--- src/bbr_pkg.sv ---
// ============================================================================
// Box blur package
// Shared constants, payload types and arithmetic helpers for the 3x3 RGB
// box blur block.
// ============================================================================
package bbr_pkg;

   // Frame geometry limits.
   localparam int MAX_WIDTH  = 2048;
   localparam int MAX_HEIGHT = 2048;

   // Configuration register width and derived counter widths.
   localparam int CFG_W     = 12;
   localparam int COL_W     = $clog2(MAX_WIDTH);
   localparam int WCNT_W    = COL_W + 1;
   localparam int ROW_W     = $clog2(MAX_HEIGHT);
   localparam int HCNT_W    = ROW_W + 1;
   localparam int CSR_IDX_W = 1;
   localparam int SUM_W     = 12;

   // Configuration register indexes.
   localparam logic [CSR_IDX_W-1:0] CSR_IMAGE_WIDTH  = 1'd0;
   localparam logic [CSR_IDX_W-1:0] CSR_IMAGE_HEIGHT = 1'd1;

   // Register reset values, before clamping.
   localparam logic [CFG_W-1:0] WIDTH_RESET  = CFG_W'(640);
   localparam logic [CFG_W-1:0] HEIGHT_RESET = CFG_W'(480);

   // Input word commands.
   localparam logic CMD_PIXEL = 1'b0;
   localparam logic CMD_FLUSH = 1'b1;

   // Reciprocal of 9 scaled by 2^16; exact floor for sums up to 2295.
   localparam logic [12:0] DIV9_RECIP = 13'd7282;

   typedef struct packed {
      logic       command;
      logic [7:0] red_in;
      logic [7:0] green_in;
      logic [7:0] blue_in;
   } req_type;

   typedef struct packed {
      logic [7:0] red_out;
      logic [7:0] green_out;
      logic [7:0] blue_out;
      logic       frame_end;
   } rsp_type;

   typedef struct packed {
      logic [7:0] red;
      logic [7:0] green;
      logic [7:0] blue;
   } pixel_type;

   // Source of the pixel that a word delivers.
   typedef enum logic [1:0] {
      SEL_HOLD   = 2'd0,
      SEL_BLUR   = 2'd1,
      SEL_UPPER  = 2'd2,
      SEL_MIDDLE = 2'd3
   } sel_type;

   // One accepted word as it travels from the control to the datapath.
   typedef struct packed {
      logic             write_line;
      logic             emit;
      logic             last;
      sel_type          sel;
      logic [COL_W-1:0] addr;
      pixel_type        pix;
   } item_type;

   // Effective line width: zero counts as one, large values saturate.
   function automatic logic [WCNT_W-1:0] clamp_width(input logic [CFG_W-1:0] raw);
      logic [WCNT_W-1:0] w;
      if (raw == '0) begin
         w = WCNT_W'(1);
      end else if (int'(raw) > MAX_WIDTH) begin
         w = WCNT_W'(MAX_WIDTH);
      end else begin
         w = WCNT_W'(raw);
      end
      return w;
   endfunction

   // Effective frame height: zero counts as one, large values saturate.
   function automatic logic [HCNT_W-1:0] clamp_height(input logic [CFG_W-1:0] raw);
      logic [HCNT_W-1:0] h;
      if (raw == '0) begin
         h = HCNT_W'(1);
      end else if (int'(raw) > MAX_HEIGHT) begin
         h = HCNT_W'(MAX_HEIGHT);
      end else begin
         h = HCNT_W'(raw);
      end
      return h;
   endfunction

   // Floor of a nine-term channel sum divided by nine.
   function automatic logic [7:0] div9(input logic [SUM_W-1:0] sum);
      logic [24:0] prod;
      prod = 25'(sum) * 25'(DIV9_RECIP);
      return prod[23:16];
   endfunction

endpackage

--- src/bbr_datapath.sv ---
// ============================================================================
// Box blur datapath
// Shifts the 3x3 window, forms the blurred pixel, picks the delivered pixel
// and writes the line stores back.
// ============================================================================
module bbr_datapath (
   input  logic                      clock,
   input  logic                      reset,
   input  logic                      s1_advance,
   input  bbr_pkg::item_type         s1_item,
   input  bbr_pkg::pixel_type        upper_rdata,
   input  bbr_pkg::pixel_type        middle_rdata,
   output logic                      line_wen,
   output logic [bbr_pkg::COL_W-1:0] line_waddr,
   output bbr_pkg::pixel_type        upper_wdata,
   output bbr_pkg::pixel_type        middle_wdata,
   output bbr_pkg::rsp_type          result
);

   import bbr_pkg::*;

   // Window columns: col1 is older, col2 is the most recent; index 0 is the top row.
   pixel_type col1_ff [3];
   pixel_type col1_in [3];
   pixel_type col2_ff [3];
   pixel_type col2_in [3];

   // Last line store write, to cover a read issued at the same edge.
   logic             fwd_valid_ff, fwd_valid_in;
   logic [COL_W-1:0] fwd_addr_ff, fwd_addr_in;
   pixel_type        fwd_upper_ff, fwd_upper_in;
   pixel_type        fwd_middle_ff, fwd_middle_in;

   logic             fwd_hit;
   pixel_type        up_col;
   pixel_type        mid_col;
   pixel_type        new_col [3];
   logic [SUM_W-1:0] red_sum;
   logic [SUM_W-1:0] green_sum;
   logic [SUM_W-1:0] blue_sum;
   pixel_type        blur_pix;
   pixel_type        res_pix;

   // Line store data, with the pending write forwarded.
   always_comb begin
      fwd_hit    = fwd_valid_ff && (fwd_addr_ff == s1_item.addr);
      up_col     = fwd_hit ? fwd_upper_ff : upper_rdata;
      mid_col    = fwd_hit ? fwd_middle_ff : middle_rdata;
      new_col[0] = up_col;
      new_col[1] = mid_col;
      new_col[2] = s1_item.pix;
   end

   // Nine-term channel sums over the shifted window, then divide by nine.
   always_comb begin
      red_sum   = '0;
      green_sum = '0;
      blue_sum  = '0;
      for (int i = 0; i < 3; i++) begin
         red_sum   = red_sum + SUM_W'(col1_ff[i].red) + SUM_W'(col2_ff[i].red)
                     + SUM_W'(new_col[i].red);
         green_sum = green_sum + SUM_W'(col1_ff[i].green) + SUM_W'(col2_ff[i].green)
                     + SUM_W'(new_col[i].green);
         blue_sum  = blue_sum + SUM_W'(col1_ff[i].blue) + SUM_W'(col2_ff[i].blue)
                     + SUM_W'(new_col[i].blue);
      end
      blur_pix.red   = div9(red_sum);
      blur_pix.green = div9(green_sum);
      blur_pix.blue  = div9(blue_sum);
   end

   // Pick the delivered pixel. The held pixel is the window center after the shift.
   always_comb begin
      case (s1_item.sel)
         SEL_HOLD:   res_pix = col2_ff[1];
         SEL_BLUR:   res_pix = blur_pix;
         SEL_UPPER:  res_pix = up_col;
         SEL_MIDDLE: res_pix = mid_col;
         default:    res_pix = col2_ff[1];
      endcase
      result.red_out   = res_pix.red;
      result.green_out = res_pix.green;
      result.blue_out  = res_pix.blue;
      result.frame_end = s1_item.last;
   end

   // Line store write-back: the middle row moves up, the new pixel becomes the middle.
   assign line_wen     = s1_advance && s1_item.write_line;
   assign line_waddr   = s1_item.addr;
   assign upper_wdata  = mid_col;
   assign middle_wdata = s1_item.pix;

   // Window shift and forwarding registers.
   always_comb begin
      col1_in       = col1_ff;
      col2_in       = col2_ff;
      fwd_valid_in  = fwd_valid_ff;
      fwd_addr_in   = fwd_addr_ff;
      fwd_upper_in  = fwd_upper_ff;
      fwd_middle_in = fwd_middle_ff;
      if (line_wen) begin
         col1_in       = col2_ff;
         col2_in       = new_col;
         fwd_valid_in  = 1'b1;
         fwd_addr_in   = line_waddr;
         fwd_upper_in  = upper_wdata;
         fwd_middle_in = middle_wdata;
      end
   end

   always_ff @(posedge clock) begin
      if (reset) begin
         fwd_valid_ff <= 1'b0;
      end else begin
         fwd_valid_ff <= fwd_valid_in;
      end
   end

   always_ff @(posedge clock) begin
      col1_ff       <= col1_in;
      col2_ff       <= col2_in;
      fwd_addr_ff   <= fwd_addr_in;
      fwd_upper_ff  <= fwd_upper_in;
      fwd_middle_ff <= fwd_middle_in;
   end

endmodule

--- config.mk ---
export PLATFORM = sky130hd
export DESIGN_NAME = bbr_datapath
export DESIGN_NICKNAME = d
export VERILOG_FILES = /design/src/bbr_pkg.sv /design/src/bbr_datapath.sv
export SDC_FILE = /design/constraint.sdc
export NUM_CORES = 1
export LEC_CHECK = 0
export BUFFER_PORTS_ARGS = -buffer_cell sky130_fd_sc_hd__buf_4
export CAP_MARGIN = 25
export CELL_PAD_IN_SITES_DETAIL_PLACEMENT = 1
export CELL_PAD_IN_SITES_GLOBAL_PLACEMENT = 1
export CORE_ASPECT_RATIO = 1.5
export CORE_MARGIN = 10
export CORE_UTILIZATION = 40
export CTS_CLUSTER_DIAMETER = 100
export DETAILED_ROUTE_END_ITERATION = 10
export PLACE_DENSITY_LB_ADDON = 0.08
export SLEW_MARGIN = 20
export SYNTH_ARGS = -nofsm -noshare
export SYNTH_HDL_FRONTEND = slang
export SYNTH_SLANG_ARGS = --single-unit
--- constraint.sdc ---
create_clock -name clock -period 10.5 [get_ports clock]
set_input_delay 0.525 -clock clock [delete_from_list [all_inputs] [get_ports clock]]
set_output_delay 0.525 -clock clock [all_outputs]
set_load 0.005 [all_outputs]
* After elaboration in Yosys (flattened, before gate mapping)
Index checks and enable logic that the tools add are counted.
Word-level totals: memories kept 0, memory bits (writable) 0, word-level logic and storage cells 57, output and inout bits 85, latch bits 0, input port bits 91, ROM bits 0, bits in registers 156
Cells by class: $add $sub $neg 24, divide/modulo/power cells 0, equality and inequality tests 4, mux-type cells 3, bitwise operators 0, order comparisons 0, multiply operators 3, shift-type cells 0, reductions and logical operators 3
Operators by type and width (number):
- 12-bit by 8-bit adder with 12-bit output | 12
- 24-bit one-hot mux with 4 select lines | 1
- 12-bit by 12-bit multiplier with 23-bit output (second input constant) | 3
- 24-bit 2-to-1 mux | 2
- 11-bit by 8-bit adder with 12-bit output | 3
- 10-bit by 8-bit adder with 11-bit output | 3
- 9-bit by 8-bit adder with 10-bit output | 3
- 8-bit by 8-bit adder with 9-bit output | 3
- 11-bit == test | 1
- 2-bit == test (second input constant) | 2
- 2-bit by 1-bit == test with 1-bit output (second input constant) | 1
- 1-bit logical AND | 2
- 2-bit zero test | 1

* Depth between registers and ports, before layout
word-level depth 12, gate-level depth with buffers 43, mapped depth without buffers 40

* Worst setup path before layout
No wires, ideal clock.
kind input -> output, from input s1_item[30] (netlist bit), to output result[17] (netlist bit), data arrival time 9.461 ns, stages on the path 37, buffers on the path 3, setup slack 0.514 ns, required time 9.975 ns, cell sequence xnor2_1 nand4_1 nor3_2 buf_4 buf_4 buf_4 mux2_1 fa_1 inv_1 fa_1 inv_1 fa_1 fa_1 ha_1 fa_1 a21o_1 a21oi_1 o21bai_1 a21oi_1 xnor2_2 xor2_1 ha_1 ha_1 inv_1 fa_1 inv_1 fa_1 inv_1 fa_1 inv_1 ha_1 and4_1 a211o_1 a21o_1 a21oi_2 xnor2_1 mux4_2
RTL lines:
- from (decl) | line bbr_datapath.sv:10 | input bbr_pkg::item_type s1_item,
- to (decl) | line bbr_datapath.sv:17 | output bbr_pkg::rsp_type result

==> parameters.txt <==
Parameter                              Value

Place
  Placed cells    2409
  Setup slack after placement    -0.159 ns
  # port buffers    172
  Routability Congestion    0.896
  Post-place instance area    20600 um2
  DPL Wire Length    39800 um

GRT
  GR Util All Layers    19.1%
  Total gr overflow    0
  Global-route wire length before repair    79400 um
  Number of global-route vias before repair    14600
  Initial antenna violation count    1
  Pin count of the biggest net entering global routing    76

STA
  Fin Setup TNS    0 ns
  Number of slew-limit violations in the final report    0
  Final hold violations    0
  Setup repair after global routing missed its margin    true
  Setup Viol. Count Final    0
  Fmax    0.0960 GHz
  Worst-Margin Slew    1.01 ns
  Post-layout minimum cycle time    10.42 ns
  Relative slew slack    32.6%
  Worst setup slack after layout    0.0824 ns
  Post-route fraction of the period consumed by the critical path    99.2%
  Worst Skew    0.0159 ns

Logic synthesis
  Number of distinct library cells after synthesis    76
  YS warnings    0
  Dominant synthesized flop cell    edfxtp_1
  Share of flip-flops with an asynchronous set or reset after synthesis    0%
  Sequential area share after synthesis    26.1%
  Syn Area/Cell    11.3 um2
  Post-synthesis sequential element count    156
  EDFF count, synth    155
  Mapped Area    17900 um2
  Net count of the mapped netlist    2150
  Gate Count Post-Synth    1585

Setup path
  Library cell contributing the largest single delay on the critical path    fa_1
  Maximum fanout encountered on the critical timing path    7
  Logic depth of the worst register-to-register path    11
  Crit path arrival time    9.89 ns
  Sort of element at the start of the critical path    register
  Data required, critical path    9.98 ns
  Endpoint of the worst register-to-register path    fwd_upper_ff[8]
  Kind of capture point of the worst setup path    output port
  Origin of the worst setup path    fwd_addr_ff[1]
  Launch point of the worst reg-to-reg path    fwd_addr_ff[1]
  Register-to-register setup slack    8.00 ns
  Most Frequent Cell on Critical Path    fa_1
  Worst Path Class, Setup    register to output port
  Biggest cell delay along the critical path    0.55 ns

Clocking
  Number of buffers created by CTS    17
  CTS max path bufs    2
  Root buffer selected by CTS    clkbuf_16
  Htree depth    4
  Clock Sinks    156
  Clock edge transition at the registers on the reported setup and hold paths    0.07 ns
  Clk Latency, worst-skew pair    0.47 ns
  CTS tree    built

Floorplan
  Die boundary height    279 um
  Total core area    44600 um2
  Overall die width    193 um
  Starting Density    40.2%
  Area of the die    53900 um2
  Std-Cell Rows    95
  Count of pins on the block boundary    176

Final layout
  Non-filler cells in the finished layout    2496
  Count of antenna diodes in the layout    0
  Fillcell total    4712
  Share of layout cells above drive strength 1    35.1%
  Relative area change from synthesis to final layout    29.8%
  Final standard cell area without fillers    23300 um2
  Net count, final    2466

Worst hold path
  Type of the most critical hold path    input port to register
  Number of cells on the worst hold path    2
  Worst Hold Launch    reset
  Worst-case hold path end point    fwd_valid_ff

Route
  Number of design-rule violations left by the first detailed-router iteration    364
  Number of nets with antenna violations after detailed routing    0
  Final routed wirelength across all metal layers    50100 um
  Per-cell via count in the routed design    4.92
  Post-detailed-route DRC marker count    0
  Routed vias    12300
  First drt pass iteration count    4
  DR WL/cell    20.1 um

Run
  Max-capacitance violation count    0

Status
  Outcome    complete, no violations
==> Yosys cell counts, types with 7 or more instances <==
master    number  share of area, %
a21o_1        29               1.2
a21oi_1       46               1.3
buf_4         42               1.8
clkbuf_1      12              0.25
edfxtp_1     155                26
fa_1         234                26
ha_1         240                17
inv_1        394               8.2
mux2_1        48               3.0
mux2_2        16               1.0
mux2i_1        9              0.50
nand2_1       37              0.77
nand3_1       12              0.33
nand4_1        9              0.31
nor2_1        47              0.98
nor2b_1        8              0.28
nor3_1        10              0.28
o21a_1        15              0.63
o21ai_0       25              0.70
o21ai_1        7              0.20
o22ai_1       16              0.56
xnor2_1       46               2.2
xor2_1        26               1.3
==> layout by cell type (no fill, tap or decap), drive strengths merged, types with 37 or more instances in the layout <==
cell	count
buf	354
mux2	64
inv	400
xnor2	52
nand2	37
edfxtp	155
ha	240
a21oi	51
nor2	47
fa	234
==> per-layer routing <==
metal	track usage [%]	share of wire (%)	wire length (um)	vias to the layer above
li1	-	-	-	5773
met1	21.0	37	18600	6299
met2	36.5	58	28900	168
met3	3.01	3.2	1610	50
met4	5.58	1.9	965	2
met5	0	0.026	13	-
==> logic make-up after synthesis <==
logic type | Yosys count | synth area share, %
XOR/XNOR | 78 | 4.06
flip-flops | 156 | 26.1
AO/OA/AOI/OAI | 192 | 7.44
buffers and inverters | 452 | 10.4
adder cells (fa/ha/maj) | 476 | 43.0
multiplexers | 76 | 4.90
AND/OR/NAND/NOR | 155 | 4.23
==> critical path: cells and delay by family, from the launching register on <==
| family | cells | cell delay [ns] |
|---|---|---|
| compound gates | 7 | 1.46 |
| xor+xnor | 4 | 0.66 |
| fa+ha+maj | 10 | 4.29 |
| buf+inv | 13 | 1.23 |
| flops | 1 | 0.38 |
| mux | 2 | 0.81 |
| simple gates | 3 | 0.58 |
==> through the flow <==
step	utilization (%)	hold slack (ns)
after global placement	46.2	0.430
after global routing	52.3	0.208
after detailed placement	46.2	0.438
final	52.3	0.227
after floorplan	-	0.426
after CTS	50.4	0.201
==> repair_timing <==
| action | CTS | global route |
|---|---|---|
| endpoints found under the setup margin | 23 | 24 |
| gates resized for setup | 185 | 148 |
| gates cloned | 2 | 0 |
| pin swaps | 124 | 103 |
| buffers inserted | 39 | 22 |
| hold buffers | 0 | 0 |
==> flip-flops by register name (all words and copies together) (netlist names) <==
| register | count |
|---|---|
| col2_ff | 24 |
| col1_ff | 72 |
| fwd_upper_ff | 24 |
| fwd_addr_ff | 11 |
| fwd_middle_ff | 24 |
| fwd_valid_ff | 1 |
==> layout make-up <==
type                    count  area (um2)  share of cell area (%)
repair buffers            354        2880                    12.3
inverters                 395        1480                    6.37
clock buffers              17         425                    1.83
multi-input cells         977       12900                    55.4
flip-flops and latches    156        4670                    20.1
well taps                 582         728                    3.13
clock inverters            15         198                   0.849
==> how the worst max path moves through the flow <==
stage / endpoint / slack [ns] / cells past startpoint
floorplan: result[17] / 0.51 / 37
global placement: result[24] / -0.06 / 39
detailed placement: result[24] / -0.16 / 39
CTS: result[20] / -0.17 / 40
global route: result[21] / -0.39 / 40
finish: result[3] / 0.08 / 39
Power is not shown: default switching activity piles up to over one toggle a cycle in this logic, so the estimate is an artifact.
