<file path="src/bbr_ram.sv">
// ============================================================================
// Generic single-port-write RAM
// One write port and one read port with a registered, enabled read.
// ============================================================================
module bbr_ram #(
   parameter int WIDTH = 8,
   parameter int DEPTH = 16
) (
   input  logic                     clock,
   input  logic                     wr_en,
   input  logic [$clog2(DEPTH)-1:0] wr_addr,
   input  logic [WIDTH-1:0]         wr_data,
   input  logic                     rd_en,
   input  logic [$clog2(DEPTH)-1:0] rd_addr,
   output logic [WIDTH-1:0]         rd_data
);

   logic [WIDTH-1:0] mem_ff [DEPTH];
   logic [WIDTH-1:0] rd_data_ff;

   // Write and registered read; a read of the address being written returns old data.
   always_ff @(posedge clock) begin
      if (wr_en) begin
         mem_ff[wr_addr] <= wr_data;
      end
      if (rd_en) begin
         rd_data_ff <= mem_ff[rd_addr];
      end
   end

   assign rd_data = rd_data_ff;

endmodule

</file>
<file path="config.mk">
export PLATFORM = sky130hd
export DESIGN_NAME = bbr_ram
export DESIGN_NICKNAME = d
export VERILOG_FILES = /design/src/bbr_ram.sv
export SDC_FILE = /design/constraint.sdc
export NUM_CORES = 1
export LEC_CHECK = 0
export BUFFER_PORTS_ARGS = -buffer_cell sky130_fd_sc_hd__buf_2
export CORE_MARGIN = 2
export CORE_UTILIZATION = 40
export CTS_CLUSTER_SIZE = 14
export DETAILED_ROUTE_END_ITERATION = 10
export PLACE_DENSITY = 0.58
export SLEW_MARGIN = 20
export SYNTH_ARGS = -nofsm -noshare
export SYNTH_HDL_FRONTEND = slang
export SYNTH_SLANG_ARGS = --single-unit
export TNS_END_PERCENT = 30
</file>
<file path="constraint.sdc">
create_clock -name clock -period 2.15 [get_ports clock]
set_input_delay 0.43 -clock clock [delete_from_list [all_inputs] [get_ports clock]]
set_output_delay 0.43 -clock clock [all_outputs]
set_load 0.01 [all_outputs]
</file>
## Word level (Yosys, flattened, before mapping)

Memory sizes are Yosys's and may differ from the RTL's. A register that Yosys moved wholly into a read port is not among the register bits.
Cells that the tools add are included.
Widths: inputs -> output; s select.

- Memories: 1
- Flip-flop bits (word level): 0
- Bits of input ports: 19
- Memory bits (writable): 128

Memories:

| name | words | width | read ports | clocked after Yosys merged registers in | wr ports | line | RTL |
|---|---|---|---|---|---|---|---|
| mem_ff | 16 | 8 | 1 | 1 | 1 | 18 | `logic [WIDTH-1:0] mem_ff [DEPTH];` |

- Muxes and demuxes: 2

Operators with widths:

| operator | number |
|---|---|
| $mux 1 | 2 |

## Logic depth before layout (Yosys ltp)

Gate-level depths: netlist of the first run.

- Depth in word-level cells: 2
- Depth in mapped cells: 5
- Mapped depth without buffers: 3

## Worst setup path after synthesis of the first run

Ideal clock, no wire load.

- Kind: input -> register
- From: in wr_addr[2]
- To: mem mem_ff[0][0] (enable)
- Arrival: 1.540 ns
- Cell stages on the path: 2
- Slack: 0.227 ns
- Path buffers: 0
- Setup time: 0.383 ns
- Required time: 1.767 ns
- Cell sequence: or3b_2 nor3_1

RTL lines:

| element | line | RTL |
|---|---|---|
| start, declared | 11 | `input logic [$clog2(DEPTH)-1:0] wr_addr,` |
| end, declared | 18 |  |

No word-level cell before the write port.

==> impl_metrics.py, run 1 <==
metrics = {
    "global_routing": {
        "grt_use_total_pct": 15.0,
        "grt_antenna_before_repair": 0,
        "grt_pass1_vias": 2560,
        "overflow": 0,
        "grt_pass1_wl_mm": 14.9,
        "grt_max_degree": 33,
    },
    "detailed_routing": {
        "num_vias": 2415,
        "drc": 0,
        "wl_per_cell_um": 20.5,
        "drt_iter0_markers": 173,
        "drtAntennaViolNets": 0,
        "drt_wl_total_mm": 9.64,
        "firstDrtPassIters": 4,
        "vias_per_cell": 5.14,
    },
    "worst_hold_path": {
        "min_to": "rd_data[1]",
        "hold_depth": 1,
        "holdCritPathClass": "in2reg",
        "min_from": "rd_en",
    },
    "synth": {
        "synth.top_cell.area_share_pct": 78.1,
        "yosysUniqueCellTypes": 18,
        "async_reset_ff_share_pct": 0,
        "synth-edff-count": 136,
        "ys_ff_latch": 136,
        "synth_top_cells_by_count": "edfxtp_1, mux4_2, a22oi_1, mux4_1, nor2_1",
        "synth_area_leaders": "edfxtp_1, mux4_2, mux4_1",
        "syn-mean-instance-area_um2": 22.8,
        "netlist_area_mm2": 0.00523,
        "synth_flop_cell": "edfxtp_1",
        "yosys_warnings": 0,
        "syn_nets": 248,
        "syn_inst": 229,
        "synth.most_common_cell": "edfxtp_1",
        "synth-seq-area-share_pct": 78.1,
        "yosys.area.top_type": "edfxtp_1",
    },
    "sta": {
        "slew-limit-headroom_pct": 74.0,
        "hold_viol_final": 0,
        "setup_viol": 0,
        "fmax_mhz": 642,
        "finalSetupTns_ns": 0,
        "fin_crit_sh_pct": 72.5,
        "skew_ns": 0.00665,
        "worst_pin_slew_ns": 0.389,
        "rsz0062_at_grt": "no",
        "period_minus_slack_ns": 1.56,
        "drv_slew": 0,
    },
    "power_and_ir_drop": {
        "total_power_mw": 5.83,
        "ir_drop_uv": 478,
        "leakagePower_nw": 2.08,
        "power_density_mw_per_mm2": 941,
    },
    "cts": {
        "cts_tree": "built",
        "cts_buffer_depth": 2,
        "root_buffer": "clkbuf_16",
        "clk_latency_ns": 0.40,
        "clk_pin_slew_ns": 0.05,
        "cts_setup_buffers": 0,
        "hold_buffers": 0,
        "ctsResizeCount": 0,
        "clock_sinks": 136,
        "htreeDepth": 4,
        "cts_buffers": 17,
    },
    "run_status": {
        "status": "finished, final reports clean",
    },
    "cells_and_area": {
        "nFillCells": 1061,
        "synthToLayoutAreaGrowth_pct": 18.5,
        "diodes": 0,
        "layout.nets": 304,
        "drive_gt1_share_pct": 30.9,
    },
    "worst_setup_path": {
        "path_buf_inv": 2,
        "cp_max_fo": 26,
        "cpLargestDelayFamily": "multiplexers",
        "crit_chain": "buf_2 -> buf_12 -> mux4_1 -> a22oi_1 -> nand2_1",
        "reg2reg_depth": 3,
        "end_kind": "flop",
        "crit_type": "in2reg",
        "cp_slowest_cell": "mux4_1",
        "r2r-start": "mem_ff[1][5]",
        "r2r-end": "rd_data[5]",
        "cp_slowest_stage_delay_ns": 0.58,
        "r2r_slack_ns": 0.70,
        "critPathArrivalTime_ns": 1.71,
        "start_kind": "primary input",
        "crit_required_ns": 2.30,
    },
    "place": {
        "dp_hpwl_mm": 6.21,
        "io_buffers": 26,
        "place_congestion": 0.686,
    },
    "floorplan": {
        "dieArea_mm2": 0.0140,
        "initial_utilization_pct": 41.3,
        "rows": 41,
        "coreArea_mm2": 0.0127,
        "die_h_um": 118,
        "io_pins": 27,
        "die_w_um": 118,
    },
    "flow_run": {
        "max_cap_violations": 0,
    },
}
==> area by class of cell <==
cell class | count | area [µm²] | share of cell area (%)
clock buffers | 21 | 440 | 7.11
repair buffers | 47 | 313 | 5.05
clock inverters | 11 | 82.6 | 1.33
well taps | 172 | 215 | 3.48
flip-flops and latches | 136 | 4080 | 66.0
multi-input cells | 83 | 1060 | 17.1
==> stage by stage <==
| stage | utilization [%] | cells | setup WS [ns] | instance area, µm² | hold WS (ns) |
|---|---|---|---|---|---|
| CTS | 48.9 | 470 | 0.577 | 6190 | 0.393 |
| finish | 48.9 | 470 | 0.591 | 6190 | 0.400 |
| global route | 48.9 | 470 | 0.535 | 6190 | 0.387 |
| detailed placement | 44.7 | 438 | 0.149 | 5670 | 0.739 |
| floorplan | - | 229 | 0.227 | 5230 | 0.529 |
| global placement | 44.7 | 438 | 0.169 | 5670 | 0.731 |
==> routing by layer <==
metal	vias to the layer above	part of all wire (%)	wire, µm	track usage (%)
met5	-	0	0	0
met4	0	1.1	110	5.87
met3	8	4.8	467	4.63
met2	61	51	4940	24.2
met1	1255	43	4120	19.1
li1	1091	-	-	-
==> worst max-delay path by stage <==
stage,from,cells past startpoint,end,slack (ns)
after floorplan,wr_addr[2],2,mem_ff[0][0],0.23
after global placement,rd_addr[0],5,rd_data[5],0.17
after detailed placement,rd_addr[0],5,rd_data[5],0.15
after CTS,rd_addr[0],5,rd_data[5],0.58
after global routing,rd_addr[0],5,rd_data[5],0.54
final,rd_addr[0],5,rd_data[5],0.59
==> flip-flops by register name, indices dropped and copies added, names as in the netlist <==
register  flops
mem_ff      128
rd_data       8
==> where the power goes <==
group / switching [mW] / internal (mW) / total, mW
logic: 0.154 / 0.119 / 0.273
registers: 0.0167 / 2.99 / 3.01
clock network: 0.984 / 1.56 / 2.55
total: 1.15 / 4.67 / 5.83
==> placed cells by master (no fill, tap or decap), types with 6 or more instances in the layout <==
master and instances:
a22oi_1 16, nand2_1 9, buf_4 19, mux4_1 14
clkbuf_16 17, edfxtp_1 136, nor2_1 13, buf_2 26
mux4_2 18, clkinv_2 6
==> kinds of logic (layout without fill, tap and decap cells) <==
kind of cell / after synthesis / after routing / synth area share, %
flops: 136 / 136 / 78.1
simple gates: 35 / 35 / 3.14
mux: 32 / 32 / 14.8
compound gates: 16 / 16 / 2.30
buf+inv: 10 / 79 / 1.65
No activity file was read; power rests on OpenSTA's default activity.
==> inputs of run 2 (changes only) <==
==> constraint.sdc (replaced) <==
create_clock -name clock -period 1.62 [get_ports clock]
set_input_delay 0.324 -clock clock [delete_from_list [all_inputs] [get_ports clock]]
set_output_delay 0.324 -clock clock [all_outputs]
set_load 0.01 [all_outputs]
==> run 2 against run 1 <==
Via count rose by 3.8%. Worst setup slack got worse by 0.52 ns. Final cell count rose by 1.7%. Global-route usage rose by 0.78 points. Clock-buffer cell count fell by 2. Register-to-register slack got worse by 0.63 ns. Power rose by 35%. Combinational power rose by 43%. Worst hold slack got worse by 0.11 ns. Sequential cell count did not move. Design area rose by 2.0%. Clock skew barely moved. Critical path type is now reg2reg. Largest power group unchanged.
==> impl_metrics.py, run 2 (same netlist as run 1, synthesis figures left out) <==
metrics = {
    "power_and_ir_drop": {
        "ir_drop_uv": 607,
        "power_density_mw_per_mm2": 1250,
        "leakagePower_nw": 2.16,
    },
    "cells_and_area": {
        "drive_gt1_share_pct": 33.7,
        "diodes": 0,
        "synthToLayoutAreaGrowth_pct": 20.8,
        "layout_commonest_cell": "edfxtp_1",
        "largest_reg_flops": 128,
        "regMostFlops": "mem_ff",
        "design_area_mm2": 0.00632,
        "layout.nets": 314,
        "final_cell_mix": "edfxtp_1, buf_4, buf_2",
    },
    "sta": {
        "fin_crit_sh_pct": 95.4,
        "rsz0062_at_grt": "no",
        "skew_ns": 0.00633,
        "finalSetupTns_ns": 0,
        "hold_viol_final": 0,
        "drv_slew": 0,
        "setup_viol": 0,
        "period_minus_slack_ns": 1.55,
        "worst_pin_slew_ns": 0.752,
        "slew-limit-headroom_pct": 49.7,
        "setup_slack_ns": 0.0749,
        "fmax_mhz": 647,
    },
    "global_routing": {
        "grt_pass1_vias": 2521,
        "grt_max_degree": 20,
        "grt_use_total_pct": 15.8,
        "overflow": 0,
        "grt_antenna_before_repair": 0,
        "grt_pass1_wl_mm": 15.6,
    },
    "cts": {
        "root_buffer": "clkbuf_16",
        "clock_sinks": 136,
        "ctsResizeCount": 0,
        "clk_pin_slew_ns": 0.05,
        "cts_setup_buffers": 0,
        "cts_buffer_depth": 2,
        "cts_tree": "built",
        "cts_buffers": 17,
        "htreeDepth": 4,
        "hold_buffers": 0,
        "clk_latency_ns": 0.41,
    },
    "worst_setup_path": {
        "r2r_slack_ns": 0.07,
        "critPathArrivalTime_ns": 1.69,
        "critPathLaunch": "mem_ff[9][4]",
        "crit_chain": "mux4_1 -> a22oi_1 -> nand2_1",
        "end_kind": "flop",
        "start_kind": "flop",
        "cp_slowest_stage_delay_ns": 0.53,
        "crit_required_ns": 1.77,
        "cp_slowest_cell": "mux4_1",
        "critPathCapture": "rd_data[4]",
        "cp_max_fo": 1,
        "r2r-end": "rd_data[4]",
        "r2r-start": "mem_ff[9][4]",
        "reg2reg_depth": 3,
        "crit_type": "reg2reg",
    },
    "detailed_routing": {
        "drt_wl_total_mm": 9.91,
        "vias_per_cell": 5.24,
        "drt_iter0_markers": 153,
        "num_vias": 2507,
        "firstDrtPassIters": 4,
        "drc": 0,
        "drtAntennaViolNets": 0,
        "wl_per_cell_um": 20.7,
    },
    "floorplan": {
        "die_h_um": 118,
        "dieArea_mm2": 0.0140,
        "rows": 41,
        "io_pins": 27,
        "initial_utilization_pct": 41.3,
        "die_w_um": 118,
        "coreArea_mm2": 0.0127,
    },
    "place": {
        "place_congestion": 0.726,
        "io_buffers": 26,
        "placed_area_mm2": 0.00577,
        "dp_hpwl_mm": 6.66,
        "dp_slack_ns": -0.319,
    },
    "flow_run": {
        "max_cap_violations": 0,
    },
    "worst_hold_path": {
        "holdCritPathClass": "in2reg",
    },
    "run_status": {
        "status": "finished, final reports clean",
    },
}
[run 2: cell types whose count changed in the layout (fill, tap and decap cells not counted), sizes merged]
cell | before | now
buf | 47 | 57
bufinv | 1 | 2
clkinvlp | 2 | 1
clkbuf | 21 | 19
[run 2: layer usage]
layer	routed length (µm)	vias up	part of all wire (%)	global-route usage [%]
met5	0	-	0	0
met4	147	0	1.5	6.10
met3	715	12	7.2	4.44
met2	4550	80	46	22.7
met1	4490	1304	45	22.9
li1	-	1111	-	-
[run 2: worst max-delay path: cells and delay by family (launching register included)]
kind	cells	cell delay, ns
simple gates	1	0.08
mux	1	0.53
flops	1	0.35
compound gates	1	0.33
[run 2: cell type report]
cell class / count / area (µm²)
clock buffers: 19 / 433
well taps: 172 / 215
multi-input cells: 83 / 1060
repair buffers: 57 / 413
fillers: 1033 / 6350
flip-flops and latches: 136 / 4080
clock inverters: 11 / 109
[run 2: worst min-delay path by stage]
stage                     from      endpoint  slack, ns  cells after the start
finish              wr_data[5]  mem_ff[4][5]       0.30                      1
global route             rd_en    rd_data[6]       0.30                      1
CTS                 wr_data[5]  mem_ff[6][5]       0.28                      1
detailed placement  wr_data[5]  mem_ff[6][5]       0.72                      1
global placement    wr_data[5]  mem_ff[6][5]       0.71                      1
floorplan           wr_data[0]  mem_ff[0][0]       0.42                      0
[run 2: metrics by stage]
| stage | utilization, % | hold slack [ns] | total power, mW | instances |
|---|---|---|---|---|
| floorplan | - | 0.423 | 4.26 | 229 |
| global placement | 45.6 | 0.706 | 4.45 | 448 |
| detailed placement | 45.6 | 0.721 | 4.46 | 448 |
| CTS | 49.8 | 0.281 | 7.98 | 478 |
| global route | 49.8 | 0.296 | 8.20 | 478 |
| finish | 49.8 | 0.295 | 7.89 | 478 |
[run 2: where the power goes]
part | total [mW] | internal (mW) | switching (mW)
Sequential | 3.99 | 3.97 | 0.0227
Clock | 3.51 | 2.22 | 1.29
Combinational | 0.390 | 0.173 | 0.216
==> inputs of run 3 (changes only) <==
--- a/config.mk
+++ b/config.mk
@@ -5,12 +5,16 @@
 export SDC_FILE = /design/constraint.sdc
 export NUM_CORES = 1
 export LEC_CHECK = 0
+export ABC_AREA = 1
 export BUFFER_PORTS_ARGS = -buffer_cell sky130_fd_sc_hd__buf_2
+export CELL_PAD_IN_SITES_DETAIL_PLACEMENT = 1
+export CELL_PAD_IN_SITES_GLOBAL_PLACEMENT = 1
 export CORE_MARGIN = 2
 export CORE_UTILIZATION = 40
 export CTS_CLUSTER_SIZE = 14
 export DETAILED_ROUTE_END_ITERATION = 10
-export PLACE_DENSITY = 0.58
+export PLACE_DENSITY = 0.69
+export SETUP_SLACK_MARGIN = 0.3
 export SLEW_MARGIN = 20
 export SYNTH_ARGS = -nofsm -noshare
 export SYNTH_HDL_FRONTEND = slang
==> run 3 against run 2 <==
Critical endpoint is now rd_data[0]. Worst setup slack improved by 0.19 ns. Sequential power about the same. Sequential cell count unchanged. Combinational power increased by 33%. Routed wire length increased by 51%. Clock-buffer cell count increased by 7. Largest cell class unchanged.
==> impl_metrics.py, run 3 <==
metrics = {
    "synth": {
        "synth-edff-count": 136,
        "yosys_warnings": 0,
        "synth_flop_cell": "edfxtp_1",
        "synth-compound-area-share_pct": 0,
        "synthMuxAreaShare_pct": 0,
        "synth.top_cell.area_share_pct": 69.8,
        "yosysUniqueCellTypes": 11,
        "synth_area_leaders": "edfxtp_1, nand2_1, nand3_1",
        "netlist_area_mm2": 0.00585,
        "async_reset_ff_share_pct": 0,
        "synthXorXnorAreaFrac_pct": 0,
        "yosys.area.top_type": "edfxtp_1",
        "synth_top_family_by_area": "simple AND/OR/NAND/NOR gates",
        "syn-mean-instance-area_um2": 10.6,
        "ys_ff_latch": 136,
        "synth.most_common_cell": "nand2_1",
        "syn_nets": 570,
        "syn_inst": 551,
        "synth-seq-area-share_pct": 69.8,
        "synthSimpleGateAreaFrac_pct": 20.8,
        "synth_top_cells_by_count": "nand2_1, edfxtp_1, inv_1, nand3_1, nor2_1",
        "synth-adder-area-share_pct": 0,
    },
    "cells_and_area": {
        "synthToLayoutAreaGrowth_pct": 15.9,
        "drive_gt1_share_pct": 12.0,
        "layout_commonest_cell": "nand2_1",
        "regMostFlops": "mem_ff",
        "diodes": 0,
        "largest_reg_flops": 128,
        "final_cell_mix": "nand2_1, edfxtp_1, inv_1",
        "fin_util_pct": 47.0,
        "layout.nets": 616,
    },
    "power_and_ir_drop": {
        "power_density_mw_per_mm2": 1150,
        "ir_drop_uv": 584,
        "leakagePower_nw": 2.92,
    },
    "global_routing": {
        "overflow": 0,
        "grt_pass1_wl_mm": 23.5,
        "grt_pass1_vias": 4346,
        "grt_use_total_pct": 20.5,
        "grt_max_degree": 33,
        "grt_antenna_before_repair": 0,
    },
    "floorplan": {
        "initial_utilization_pct": 40.5,
        "die_h_um": 125,
        "rows": 44,
        "coreArea_mm2": 0.0144,
        "die_w_um": 125,
        "io_pins": 27,
        "dieArea_mm2": 0.0156,
    },
    "cts": {
        "clk_latency_ns": 0.42,
        "cts_buffers": 17,
        "htreeDepth": 4,
        "clk_pin_slew_ns": 0.06,
        "root_buffer": "clkbuf_16",
        "clock_sinks": 136,
        "cts_tree": "built",
        "hold_buffers": 0,
        "cts_buffer_depth": 2,
    },
    "sta": {
        "fmax_mhz": 738,
        "drv_slew": 0,
        "setup_viol": 0,
        "worst_pin_slew_ns": 0.664,
        "rsz0062_at_grt": "yes",
        "slew-limit-headroom_pct": 55.7,
        "period_minus_slack_ns": 1.35,
        "skew_ns": 0.00374,
        "hold_viol_final": 0,
        "fin_crit_sh_pct": 83.6,
        "whs_ns": 0.271,
    },
    "worst_setup_path": {
        "start_kind": "flop",
        "critPathArrivalTime_ns": 1.03,
        "end_kind": "output pin",
        "path_buf_inv": 1,
        "cp_max_fo": 1,
        "cpLargestDelayFamily": "flip-flops",
        "cp_slowest_cell": "edfxtp_1",
        "cp_slowest_stage_delay_ns": 0.44,
        "crit_required_ns": 1.30,
        "crit_chain": "buf_2",
        "crit_type": "reg2out",
    },
    "worst_hold_path": {
        "holdCritPathClass": "in2reg",
    },
    "detailed_routing": {
        "num_vias": 3970,
        "wl_per_cell_um": 18.8,
        "drt_wl_total_mm": 14.9,
        "firstDrtPassIters": 5,
        "drtAntennaViolNets": 0,
        "drt_iter0_markers": 280,
        "vias_per_cell": 5.00,
        "drc": 0,
    },
    "run_status": {
        "status": "finished, final reports clean",
    },
    "place": {
        "place_congestion": 0.830,
        "io_buffers": 26,
        "dp_hpwl_mm": 9.55,
    },
    "flow_run": {
        "max_cap_violations": 0,
    },
}
-- run 3: final cells by class --
type / count / area (µm²)
sequential: 136 / 4080
fill: 1599 / 7650
clock inverter: 6 / 26.3
clock buffer: 26 / 459
timing repair buffer: 51 / 380
inverter: 102 / 383
multi-input combinational: 289 / 1210
tap: 184 / 230
-- run 3: through the flow --
stage / instances / setup slack (ns) / power, mW / TNS, ns / cell area [µm²]
2_1_floorplan: 551 / 0.345 / 4.34 / 0 / 5850
3_3_place_gp: 762 / 0.0221 / 4.57 / 0 / 6290
3_5_place_dp: 762 / -0.0445 / 4.59 / -0.128 / 6290
4_1_cts: 794 / 0.248 / 7.84 / 0 / 6780
5_1_grt: 794 / 0.233 / 8.03 / 0 / 6780
6_report: 794 / 0.266 / 7.77 / 0 / 6780
-- run 3: worst paths after layout --
kind | slack, ns | depth (start not counted) | start | end
min reg2reg | 0.76 | 6 | mem_ff[6][2] | rd_data[2]
max | 0.27 | 1 | rd_data[0] | rd_data[0]
min | 0.27 | 1 | rd_en | rd_data[7]
max reg2reg | 0.44 | 6 | mem_ff[5][6] | rd_data[6]
-- run 3: logic make-up (layout without fill, tap and decap cells) --
kind of cell,Yosys count,after routing
and+or+nand+nor,289,289
DFF,136,136
buffers and inverters,126,185
-- run 3: routing by layer --
| metal | vias up | routed length [µm] | track usage (%) |
|---|---|---|---|
| li1 | 1869 | - | - |
| met1 | 1979 | 6580 | 25.6 |
| met2 | 89 | 7390 | 34.2 |
| met3 | 33 | 512 | 4.73 |
| met4 | 0 | 435 | 8.82 |
| met5 | - | 0 | 0 |
-- run 3: repair_timing --
action                     CTS  global route
buffers inserted             0             0
cloned                       0             0
gates resized for setup      0             0
setup endpoints to repair    3             3
-- run 3: where the power goes --
group / switching [mW] / total [mW] / internal, mW
combinational: 0.363 / 0.520 / 0.157
clock: 1.33 / 3.26 / 1.93
sequential: 0.0243 / 3.99 / 3.97
