<file path="src/bbr_pkg.sv">
// ============================================================================
// Box blur package
// Shared constants, payload types and arithmetic helpers for the 3x3 RGB
// box blur block.
// ============================================================================
package bbr_pkg;

   // Frame geometry limits.
   localparam int MAX_WIDTH  = 2048;
   localparam int MAX_HEIGHT = 2048;

   // Configuration register width and derived counter widths.
   localparam int CFG_W     = 12;
   localparam int COL_W     = $clog2(MAX_WIDTH);
   localparam int WCNT_W    = COL_W + 1;
   localparam int ROW_W     = $clog2(MAX_HEIGHT);
   localparam int HCNT_W    = ROW_W + 1;
   localparam int CSR_IDX_W = 1;
   localparam int SUM_W     = 12;

   // Configuration register indexes.
   localparam logic [CSR_IDX_W-1:0] CSR_IMAGE_WIDTH  = 1'd0;
   localparam logic [CSR_IDX_W-1:0] CSR_IMAGE_HEIGHT = 1'd1;

   // Register reset values, before clamping.
   localparam logic [CFG_W-1:0] WIDTH_RESET  = CFG_W'(640);
   localparam logic [CFG_W-1:0] HEIGHT_RESET = CFG_W'(480);

   // Input word commands.
   localparam logic CMD_PIXEL = 1'b0;
   localparam logic CMD_FLUSH = 1'b1;

   // Reciprocal of 9 scaled by 2^16; exact floor for sums up to 2295.
   localparam logic [12:0] DIV9_RECIP = 13'd7282;

   typedef struct packed {
      logic       command;
      logic [7:0] red_in;
      logic [7:0] green_in;
      logic [7:0] blue_in;
   } req_type;

   typedef struct packed {
      logic [7:0] red_out;
      logic [7:0] green_out;
      logic [7:0] blue_out;
      logic       frame_end;
   } rsp_type;

   typedef struct packed {
      logic [7:0] red;
      logic [7:0] green;
      logic [7:0] blue;
   } pixel_type;

   // Source of the pixel that a word delivers.
   typedef enum logic [1:0] {
      SEL_HOLD   = 2'd0,
      SEL_BLUR   = 2'd1,
      SEL_UPPER  = 2'd2,
      SEL_MIDDLE = 2'd3
   } sel_type;

   // One accepted word as it travels from the control to the datapath.
   typedef struct packed {
      logic             write_line;
      logic             emit;
      logic             last;
      sel_type          sel;
      logic [COL_W-1:0] addr;
      pixel_type        pix;
   } item_type;

   // Effective line width: zero counts as one, large values saturate.
   function automatic logic [WCNT_W-1:0] clamp_width(input logic [CFG_W-1:0] raw);
      logic [WCNT_W-1:0] w;
      if (raw == '0) begin
         w = WCNT_W'(1);
      end else if (int'(raw) > MAX_WIDTH) begin
         w = WCNT_W'(MAX_WIDTH);
      end else begin
         w = WCNT_W'(raw);
      end
      return w;
   endfunction

   // Effective frame height: zero counts as one, large values saturate.
   function automatic logic [HCNT_W-1:0] clamp_height(input logic [CFG_W-1:0] raw);
      logic [HCNT_W-1:0] h;
      if (raw == '0) begin
         h = HCNT_W'(1);
      end else if (int'(raw) > MAX_HEIGHT) begin
         h = HCNT_W'(MAX_HEIGHT);
      end else begin
         h = HCNT_W'(raw);
      end
      return h;
   endfunction

   // Floor of a nine-term channel sum divided by nine.
   function automatic logic [7:0] div9(input logic [SUM_W-1:0] sum);
      logic [24:0] prod;
      prod = 25'(sum) * 25'(DIV9_RECIP);
      return prod[23:16];
   endfunction

endpackage

</file>
<file path="src/bbr_ctrl.sv">
// ============================================================================
// Box blur control
// Holds the frame geometry, tracks input and output raster positions, decides
// what each accepted word produces and registers it for the datapath.
// ============================================================================
module bbr_ctrl (
   input  logic                          clock,
   input  logic                          reset,
   input  logic                          csr_wen,
   input  logic [bbr_pkg::CSR_IDX_W-1:0] csr_index,
   input  logic [bbr_pkg::CFG_W-1:0]     csr_wdata,
   input  logic                          req_accept,
   input  bbr_pkg::req_type              req_data,
   input  logic                          s1_advance,
   output logic                          s1_valid,
   output bbr_pkg::item_type             s1_item,
   output logic [bbr_pkg::COL_W-1:0]     rd_addr
);

   import bbr_pkg::*;

   logic [WCNT_W-1:0] width_ff, width_in;
   logic [HCNT_W-1:0] height_ff, height_in;
   logic [COL_W-1:0]  col_ff, col_in;
   logic [HCNT_W-1:0] row_ff, row_in;
   logic [COL_W-1:0]  out_col_ff, out_col_in;
   logic [ROW_W-1:0]  out_row_ff, out_row_in;
   logic              s1_valid_ff, s1_valid_in;
   item_type          s1_item_ff, s1_item_in;

   logic     in_frame;
   logic     col_zero;
   logic     col_last;
   logic     out_col_last;
   logic     out_row_last;
   logic     is_flush;
   logic     pixel_ok;
   logic     flush_ok;
   logic     emit_prev;
   logic     emit_cur;
   logic     restart;
   item_type item_in;

   // Decode the incoming word against the current raster position.
   always_comb begin
      in_frame     = row_ff < height_ff;
      col_zero     = col_ff == '0;
      col_last     = (WCNT_W'(col_ff) + WCNT_W'(1)) == width_ff;
      out_col_last = (WCNT_W'(out_col_ff) + WCNT_W'(1)) == width_ff;
      out_row_last = (HCNT_W'(out_row_ff) + HCNT_W'(1)) == height_ff;
      is_flush     = req_data.command == CMD_FLUSH;
      pixel_ok     = !is_flush && in_frame;
      flush_ok     = is_flush && !in_frame;
      // The last pixel of the row two above leaves when a new row starts.
      emit_prev    = pixel_ok && col_zero && (row_ff >= HCNT_W'(2));
      emit_cur     = pixel_ok && !col_zero && (row_ff != '0);

      item_in.write_line = pixel_ok;
      item_in.emit       = emit_prev || emit_cur || flush_ok;
      item_in.last       = flush_ok && out_row_last && out_col_last;
      if (flush_ok) begin
         item_in.sel = out_row_last ? SEL_MIDDLE : SEL_UPPER;
      end else if (emit_cur && (row_ff >= HCNT_W'(2)) && (col_ff >= COL_W'(2))) begin
         item_in.sel = SEL_BLUR;
      end else begin
         item_in.sel = SEL_HOLD;
      end
      item_in.addr      = flush_ok ? out_col_ff : col_ff;
      item_in.pix.red   = req_data.red_in;
      item_in.pix.green = req_data.green_in;
      item_in.pix.blue  = req_data.blue_in;
   end

   assign rd_addr = item_in.addr;

   // Geometry registers and raster position counters.
   always_comb begin
      width_in   = width_ff;
      height_in  = height_ff;
      col_in     = col_ff;
      row_in     = row_ff;
      out_col_in = out_col_ff;
      out_row_in = out_row_ff;
      restart    = 1'b0;

      if (csr_wen) begin
         case (csr_index)
            CSR_IMAGE_WIDTH: begin
               width_in = clamp_width(csr_wdata);
               restart  = 1'b1;
            end
            CSR_IMAGE_HEIGHT: begin
               height_in = clamp_height(csr_wdata);
               restart   = 1'b1;
            end
            default: begin
               restart = 1'b0;
            end
         endcase
      end else if (req_accept) begin
         if (item_in.last) begin
            restart = 1'b1;
         end else begin
            if (pixel_ok) begin
               if (col_last) begin
                  col_in = '0;
                  row_in = row_ff + HCNT_W'(1);
               end else begin
                  col_in = col_ff + COL_W'(1);
               end
            end
            if (item_in.emit) begin
               if (out_col_last) begin
                  out_col_in = '0;
                  out_row_in = out_row_ff + ROW_W'(1);
               end else begin
                  out_col_in = out_col_ff + COL_W'(1);
               end
            end
         end
      end

      if (restart) begin
         col_in     = '0;
         row_in     = '0;
         out_col_in = '0;
         out_row_in = '0;
      end
   end

   // Stage register toward the datapath.
   always_comb begin
      s1_item_in = s1_item_ff;
      if (req_accept) begin
         s1_valid_in = 1'b1;
         s1_item_in  = item_in;
      end else if (s1_advance) begin
         s1_valid_in = 1'b0;
      end else begin
         s1_valid_in = s1_valid_ff;
      end
   end

   always_ff @(posedge clock) begin
      if (reset) begin
         width_ff    <= clamp_width(WIDTH_RESET);
         height_ff   <= clamp_height(HEIGHT_RESET);
         col_ff      <= '0;
         row_ff      <= '0;
         out_col_ff  <= '0;
         out_row_ff  <= '0;
         s1_valid_ff <= 1'b0;
      end else begin
         width_ff    <= width_in;
         height_ff   <= height_in;
         col_ff      <= col_in;
         row_ff      <= row_in;
         out_col_ff  <= out_col_in;
         out_row_ff  <= out_row_in;
         s1_valid_ff <= s1_valid_in;
      end
   end

   always_ff @(posedge clock) begin
      s1_item_ff <= s1_item_in;
   end

   assign s1_valid = s1_valid_ff;
   assign s1_item  = s1_item_ff;

endmodule

</file>
<file path="config.mk">
export PLATFORM = sky130hd
export DESIGN_NAME = bbr_ctrl
export DESIGN_NICKNAME = d
export VERILOG_FILES = /design/src/bbr_pkg.sv /design/src/bbr_ctrl.sv
export SDC_FILE = /design/constraint.sdc
export NUM_CORES = 1
export LEC_CHECK = 0
export BUFFER_PORTS_ARGS = -buffer_cell sky130_fd_sc_hd__buf_2
export CAP_MARGIN = 10
export CORE_ASPECT_RATIO = 0.75
export CORE_MARGIN = 5
export CORE_UTILIZATION = 45
export CTS_CLUSTER_SIZE = 10
export DETAILED_ROUTE_END_ITERATION = 10
export PLACE_DENSITY = 0.72
export REMOVE_ABC_BUFFERS = 1
export SKIP_CTS_REPAIR_TIMING = 1
export SYNTH_ARGS = -nofsm -noshare
export SYNTH_HDL_FRONTEND = slang
export SYNTH_SLANG_ARGS = --single-unit
</file>
<file path="constraint.sdc">
create_clock -name clock -period 2.9 [get_ports clock]
set_input_delay 0.29 -clock clock [delete_from_list [all_inputs] [get_ports clock]]
set_output_delay 0.29 -clock clock [all_outputs]
set_load 0.005 [all_outputs]
</file>
==> Yosys cells after proc, flatten, opt, wreduce, memory -nomap -nowiden <==
Cells that the tools add are included.
{ "word_totals": {"ramBits": 0, "latch_bits": 0, "memories": 0, "romBits": 0, "reg_bits": 110, "inputBits": 43, "word_cells": 71, "out_inout_bits": 52} }
{ "op_classes": {"shift": 0, "n_div": 0, "n_eq_ne": 3, "muxes": 13, "multipliers": 0, "n_addsub": 7, "order_cmp": 4, "reduce_logical": 26, "n_bitwise": 3} }
{ "op_table": {"columns": ["op", "n"], "rows": [
  ["adder 11 x 1 -> 12 bit (second input constant)", 3],
  ["equality test 12 bit", 3],
  ["adder 11 x 1 -> 11 bit (second input constant)", 3],
  ["2-to-1 mux 11 bit", 3],
  ["2-to-1 mux 12 bit", 2],
  ["adder 12 x 1 -> 12 bit (second input constant)", 1],
  [">= comparator 12 x 2 -> 1 bit (second input constant)", 1],
  ["> comparator 12 bit (second input constant)", 1],
  ["zero test 12 bit", 1],
  ["< comparator 12 bit", 1],
  ["nonzero test 12 bit", 1],
  [">= comparator 11 x 2 -> 1 bit (second input constant)", 1],
  ["zero test 11 bit", 1],
  ["logical AND 1 bit", 10],
  ["AND reduction 5 bit", 2],
  ["AND reduction 4 bit", 2],
  ["2-to-1 mux 1 bit", 7],
  ["AND reduction 2 bit", 2],
  ["zero test 1 bit", 3],
  ["inverter 1 bit", 3],
  ["logical OR 1 bit", 2],
  ["2-to-1 mux 2 bit", 1],
  ["nonzero test 2 bit", 1],
  ["OR reduction 2 bit", 1]
]} }

==> Depth between registers and ports, before layout <==
Gate-level depths: netlist of the first run.
{ "depth": {"word_depth": 9, "depth_mapped": 13, "mapped_depth_nobuf": 10} }

==> Least setup slack after synthesis of the first run <==
OpenSTA, ideal clock, no wires.
{ "synth_path": {"kind": "reg2reg", "start": "reg col_ff[1]", "end": "reg row_ff[11]", "path_buffers": 1, "slack_ps": -130, "arrival_time_ps": 2914, "stages_incl_launch_ff": 11, "synth_period_minus_slack_ps": 3030, "required_time_ps": 2784, "cell_sequence": "dfxtp_1 > ha_1 > nand3_1 > o31ai_1 > nand4_1 > or4_4 > or3_1 > buf_6 > or4_4 > xor2_1 > nor2_2"} }
{ "synth_between": {"elab_chain_cells": 3} }
{ "synth_rtl": {"columns": ["item", "line", "rtl"], "rows": [
  ["start: declaration", "bbr_ctrl.sv:24", "logic [COL_W-1:0] col_ff, col_in;"],
  ["start signal: assignment", "bbr_ctrl.sv:156", "col_ff <= col_in;"],
  ["adder 11 x 1 -> 12 bit", "bbr_ctrl.sv:48", "col_last = (WCNT_W'(col_ff) + WCNT_W'(1)) == width_ff;"],
  ["equality test 12 bit", "bbr_ctrl.sv:48", null],
  ["AND reduction 5 bit (no line)", null, null],
  ["end signal: assignment", "bbr_ctrl.sv:157", "row_ff <= row_in;"],
  ["end: declaration", "bbr_ctrl.sv:25", "logic [HCNT_W-1:0] row_ff, row_in;"]
]} }
No other way between the ends.
A chain may end at the register's enable or synchronous reset.

==> Final worst setup path of the first run <==
{ "layout_path": {"start": "reg height_ff[5]", "end": "reg row_ff[5]"} }
{ "layout_between": {"elab_chain_cells": 9} }
{ "layout_rtl": {"columns": ["item", "line", "rtl"], "rows": [
  ["start: declaration", "bbr_ctrl.sv:23", "logic [HCNT_W-1:0] height_ff, height_in;"],
  ["start signal: assignment", "bbr_ctrl.sv:147", "height_ff <= clamp_height(HEIGHT_RESET);"],
  ["start signal: assignment", "bbr_ctrl.sv:155", "height_ff <= height_in;"],
  ["< comparator 12 bit", "bbr_ctrl.sv:46", "in_frame = row_ff < height_ff;"],
  ["zero test 1 bit", "bbr_ctrl.sv:53", "flush_ok = is_flush && !in_frame;"],
  ["logical AND 1 bit", "bbr_ctrl.sv:53", null],
  ["logical AND 1 bit (2 in a row)", "bbr_ctrl.sv:60", "item_in.last = flush_ok && out_row_last && out_col_last;"],
  ["2-to-1 mux 1 bit", "bbr_ctrl.sv:101", "if (item_in.last) begin"],
  ["2-to-1 mux 1 bit", "bbr_ctrl.sv:100", "end else if (req_accept) begin"],
  ["2-to-1 mux 1 bit", "bbr_ctrl.sv:86", "if (csr_wen) begin"],
  ["OR reduction 2 bit (no line)", null, null]
]} }
Parallel ways exist; a longest one is shown, timed or not.

==> results of run 1 <==
==> cell usage after synthesis, drive strengths merged, types with 3 or more instances <==
cell type | number | area (um2)
dfxtp | 70 | 1401
nand2 | 60 | 225.2
a21oi | 59 | 299.0
nor2 | 47 | 178.9
edfxtp | 40 | 1201
o21ai | 40 | 200.2
buf | 32 | 206.5
nand3 | 32 | 160.2
xnor2 | 25 | 219.0
inv | 24 | 90.09
nor3 | 24 | 120.1
clkbuf | 19 | 71.32
ha | 19 | 237.7
or3 | 17 | 106.4
xor2 | 16 | 140.1
nand3b | 14 | 105.1
nand4 | 13 | 81.33
a211o | 12 | 106.4
a31oi | 11 | 68.82
nor4 | 11 | 105.1
mux2 | 10 | 112.6
nor3b | 10 | 75.07
or4 | 9 | 78.82
nand2b | 7 | 43.79
and2 | 6 | 37.54
and3 | 6 | 37.54
a211oi | 4 | 30.03
nor2b | 4 | 25.02
o31ai | 4 | 30.03
and4 | 3 | 26.28
mux2i | 3 | 30.03
nand4b | 3 | 26.28
or2 | 3 | 18.77
==> cell families (layout without fill, tap and decap cells) <==
family                   count (synthesis)  after routing  synth area share (%)
multiplexers                            13             13                 2.327
adder cells (fa/ha/maj)                 19             19                 3.878
AO/OA/AOI/OAI                          150            150                 14.88
AND/OR/NAND/NOR                        275            275                 24.60
flip-flops                             110            110                 42.46
XOR/XNOR                                41             41                 5.858
buffers and inverters                   75            229                 6.001
==> cell type report <==
cell class	count	area share [%]
clock buffer	11	3.049
clock inverter	5	0.3930
inverter	24	1.163
multi-input combinational	498	44.11
sequential	110	33.04
tap	171	2.688
timing repair buffer	189	15.56
==> critical path, cell delays in order, from the launching register on <==
cell and delay, ps:
dfxtp_1 330, inv_1 70, ha_1 310, a21oi_1 270
o31ai_4 120, or4_4 570, nor4_4 420, nand4_1 170
buf_6 170, or3_4 320, a21oi_2 120
==> flip-flops by register name, summed over array words and instances (netlist names) <==
| signal | flops |
|---|---|
| col_ff | 11 |
| height_ff | 12 |
| out_col_ff | 11 |
| out_row_ff | 11 |
| row_ff | 12 |
| s1_item | 40 |
| s1_valid | 1 |
| width_ff | 12 |
==> worst max-delay path by stage <==
stage                     slack [ps]                          end                        from  cells past startpoint
after detailed placement        -270       row_ff[5]$_SDFFE_PP0P_      col_ff[0]$_SDFFE_PP0P_                     10
after floorplan                 -410  out_col_ff[10]$_SDFFE_PP0P_   height_ff[8]$_SDFFE_PP1P_                     10
after global routing            -130       row_ff[5]$_SDFFE_PP0P_  height_ff[10]$_SDFFE_PP0P_                     11
final                            -40       row_ff[5]$_SDFFE_PP0P_   height_ff[5]$_SDFFE_PP1P_                     10
after CTS                       -310       row_ff[5]$_SDFFE_PP0P_      col_ff[0]$_SDFFE_PP0P_                     10
after global placement           -70       row_ff[5]$_SDFFE_PP0P_   height_ff[1]$_SDFFE_PP0P_                      9
==> metrics by stage <==
stage / TNS (ps) / util [%] / std cells / cell area (um2) / hold WS [ps]
floorplan: -16400 / - / 632 / 5852 / 359.1
global placement: -538.2 / 54.53 / 980 / 7172 / 466.0
detailed placement: -3503 / 54.53 / 980 / 7172 / 468.1
CTS: -7587 / 56.61 / 996 / 7446 / 91.90
global route: -972.2 / 60.52 / 1008 / 7960 / 90.13
finish: -75.43 / 60.52 / 1008 / 7960 / 108.7
==> power groups by stage <==
stage,Sequential (mW),Clock (mW),Combinational [mW]
global placement,1.71,0,0.239
detailed placement,1.71,0,0.246
CTS,1.67,1.20,0.248
floorplan,1.71,0,0.0919
finish,1.68,1.17,0.267
global route,1.68,1.26,0.290
==> metal layers <==
| layer | routed length (um) | part of all wire (%) |
|---|---|---|
| met5 | 0 | 0 |
| met4 | 265 | 1.4 |
| met2 | 8688 | 47 |
| met3 | 1671 | 9.1 |
| met1 | 7672 | 42 |
==> results.cfg, run 1 <==
[global_routing]
met2_usage_pct = 33.14
antenna_found_initial = 0
met1_usage_pct = 29.63
grt_pass1_vias = 5360
use_met3_pct = 7.115
grt_first_pass_wirelength_um = 27880
grt_busiest_layer = met2
grt_max_degree = 46
overflow = 0
grt_usage_pct = 21.63

[critical_path]
worst-path-max-fanout = 7
start_kind = register
r2r-start = height_ff[5]$_SDFFE_PP1P_
r2r_slack_ps = -40
crit_type = reg -> reg
arrival_ps = 3230
r2r_cells = 10
end_kind = register
crit_required_ps = 3190
r2r-end = row_ff[5]$_SDFFE_PP0P_

[outcome]
status = finished, violations left
violations = negative setup slack

[pwr]
leakagePower_nw = 3.036
pwr-share-comb_pct = 8.6
power_frac_clock_pct = 37.5
powerDensity_nw_per_um2 = 390.4
p_total_mw = 3.108
vdd_ir_drop_max_v = 0.0003130
p_seq_share_pct = 53.9
switching_share_pct = 23.56
power.net_switching_uw = 732.4
p_int_mw = 2.375

[yosys]
ys_seq_elements = 110
syn_area_um2 = 6130
ys_types = 63
synth_ff_type = dfxtp_1
synth_seq_area_share_pct = 42.46
synth_enable_flop_cells = 40
syn_area_per_cell_um2 = 8.975
syn_inst = 683
ys_warn_count = 0
async_flop_share_pct = 0

[detailed_routing]
wire_per_inst_um = 18.15
dr.first_iter.drc_count = 504
routed_via_density = 5.759
num_vias = 5805
drt_first_pass_iters = 5
drcViolationCount = 0
ant_nets = 0
routed_wl_um = 18300

[sta]
hold_viol = 0
final-setup-viol-count = 3
relSlewSlack_pct = 55.46
rsz0062_at_grt = yes
fmax_ghz = 0.3401
fin_crit_sh_pct = 101.4
drv_slew = 0
fin_ws_ps = -40.00
worstMarginPinSlew_ps = 666.7
min_period_ps = 2940
skew_ps = 11.02

[min_path]
worst_hold_path.endpoint = s1_item[15]$_DFFE_PP_
hold_path_class = in -> reg
hold_path.startpoint = req_data[15]
worstHoldPathCells = 1

[place]
gp_congestion = 0.9337
place_hpwl_um = 13220
dp_slack_ps = -271.5
port_buffers = 94

[final_layout]
final_cell_mix = buf_2, buf_4, nand2_1
final_common_cell = buf_2
drive_gt1_share_pct = 35.60
multi_input_area_um2 = 3511
final_nets = 894
fill_cells = 1104
regArea_um2 = 2630
antenna_cells = 0
area.growth.synth_to_final_pct = 29.86

[floorplan]
num_rows = 36
dieArea_um2 = 16080
dieHeight_um = 111.1
fp.dieW_um = 144.8
start_util_pct = 46.60
core_region_area_um2 = 13150
io_pins = 95

[clock_network]
cts_max_level = 3
clock_latency_ps = 360
cts_tree = yes
clkTransAtPathRegs_ps = 80
numCtsBuffers = 9
clk_path_buf_depth = 2
cts_root_buf = clkbuf_16
cts.sinks = 110

[job]
cap_violations = 0
No activity file was read; power rests on OpenSTA's default activity.
==> run 2: changes to the inputs <==
- CORE_MARGIN: 5 -> 10
- SETUP_SLACK_MARGIN: unset -> 0.4
==> run 2 against run 1 <==
  * The run still ends with negative setup slack left
  * Design area up 8.5%
  * Flip-flop and latch count unchanged
  * First-iteration DRC count down 15%
  * Critical path depth unchanged
  * Register-to-register slack about the same
  * Total power up 4.9%
  * Clock-buffer cell count down 1
  * Non-clock buffer count up 20
  * Die area up 17%
==> results.cfg, run 2 (synthesis gave the netlist of run 1 again) <==
[floorplan]
core_region_area_um2 = 13150
num_rows = 36
fp.dieW_um = 154.8
dieHeight_um = 121.1
dieArea_um2 = 18740
start_util_pct = 46.60
io_pins = 95

[global_routing]
grt_usage_pct = 18.21
grt_first_pass_wirelength_um = 27610
grt_max_degree = 43
overflow = 0
grt_pass1_vias = 5260
antenna_found_initial = 0

[pwr]
powerDensity_nw_per_um2 = 377.8
p_total_mw = 3.261
vdd_ir_drop_max_v = 0.0002908
leakagePower_nw = 3.249

[outcome]
violations = negative setup slack
status = finished, violations left

[sta]
drv_slew = 0
fmax_ghz = 0.3405
skew_ps = 15.31
fin_ws_ps = -36.59
relSlewSlack_pct = 55.88
rsz0062_at_grt = yes
final-setup-viol-count = 12
min_period_ps = 2937
worstMarginPinSlew_ps = 660.2
whs_ps = 98.31
hold_viol = 0
fin_crit_sh_pct = 101.3

[critical_path]
end_kind = register
endpoint = row_ff[5]$_SDFFE_PP0P_
crit_required_ps = 3210
r2r_cells = 10
r2r-start = height_ff[1]$_SDFFE_PP0P_
start_kind = register
arrival_ps = 3250
crit_type = reg -> reg
cp-startpoint = height_ff[1]$_SDFFE_PP0P_
r2r-end = row_ff[5]$_SDFFE_PP0P_
worst-path-max-fanout = 7
r2r_slack_ps = -40

[final_layout]
final_util_pct = 65.64
area.growth.synth_to_final_pct = 40.85
antenna_cells = 0
post-route-cell-area_um2 = 8633
largest_reg_flops = 40
final_cell_mix = buf_2, buf_4, nand2_1
fill_cells = 1017
drive_gt1_share_pct = 42.59
final_common_cell = buf_2
final_cells = 1028
final_nets = 914

[detailed_routing]
drt_first_pass_iters = 5
dr.first_iter.drc_count = 426
wire_per_inst_um = 19.67
routed_via_density = 5.784
num_vias = 5946
drcViolationCount = 0
routed_wl_um = 20220
ant_nets = 0

[clock_network]
numCtsBuffers = 9
clk_path_buf_depth = 2
cts_max_level = 3
clkTransAtPathRegs_ps = 90
cts_root_buf = clkbuf_16
clock_latency_ps = 370
cts_tree = yes
cts.sinks = 110

[min_path]
hold_path_class = in -> reg

[place]
port_buffers = 94
dp.cells = 984
gp_congestion = 0.9163
post_dp_cell_area_um2 = 7214
place_hpwl_um = 13760

[job]
cap_violations = 0
## run 2: changes by cell type in the layout (fill, tap and decap cells not counted), sizes merged
cell    delta
buf       +15
clkinv     -1
inv        +2
clkbuf     +4
## run 2: how the worst min path moves through the flow
stage	start	endpoint	slack [ps]	cells past startpoint
2_1_floorplan	reset	height_ff[0]$_SDFFE_PP0P_	360	1
3_3_place_gp	s1_valid$_SDFFE_PP0P_	s1_valid$_SDFFE_PP0P_	470	2
3_5_place_dp	req_data[17]	s1_item[17]$_DFFE_PP_	470	1
4_1_cts	req_data[17]	s1_item[17]$_DFFE_PP_	90	1
5_1_grt	req_data[9]	s1_item[9]$_DFFE_PP_	90	1
6_report	req_data[17]	s1_item[17]$_DFFE_PP_	100	1
## run 2: final cells by class
cell class	instances	area (um2)	share of cell area, %
timing repair buffer	209	1589	18.41
multi-input combinational	498	3799	44.00
clock inverter	6	57.56	0.6667
inverter	24	90.09	1.043
clock buffer	10	250.2	2.899
sequential	110	2634	30.51
tap	171	214.0	2.478
## run 2: report_power, final
group	switching [mW]	internal, mW
clock network	0.628	0.657
logic	0.167	0.137
registers	0.0255	1.65
total	0.820	2.44
## run 2: worst max-delay path, cell delays in order, from the launching register on
cell and delay [ps]:
dfxtp_1 350, inv_1 50, ha_1 320, a2111oi_4 350, nor3_4 90, or4_4 540, nor4_4 400, nand4_1 160
buf_6 170, or3_4 320, a21oi_2 110
## run 2: per-layer routing
layer	track usage, %	routed length (um)	part of all wire (%)	up-vias
li1	-	-	-	2812
met3	3.967	1643	8.1	19
met1	24.29	8422	42	2849
met4	5.300	234	1.2	0
met5	0	0	0	-
met2	28.98	9922	49	266
## run 2: through the flow
step	setup slack [ps]	setup TNS (ps)
global route	-123.9	-2775
finish	-36.59	-265.9
detailed placement	-213.5	-3651
floorplan	-412.1	-16400
global placement	-102.4	-1271
CTS	-285.7	-8222
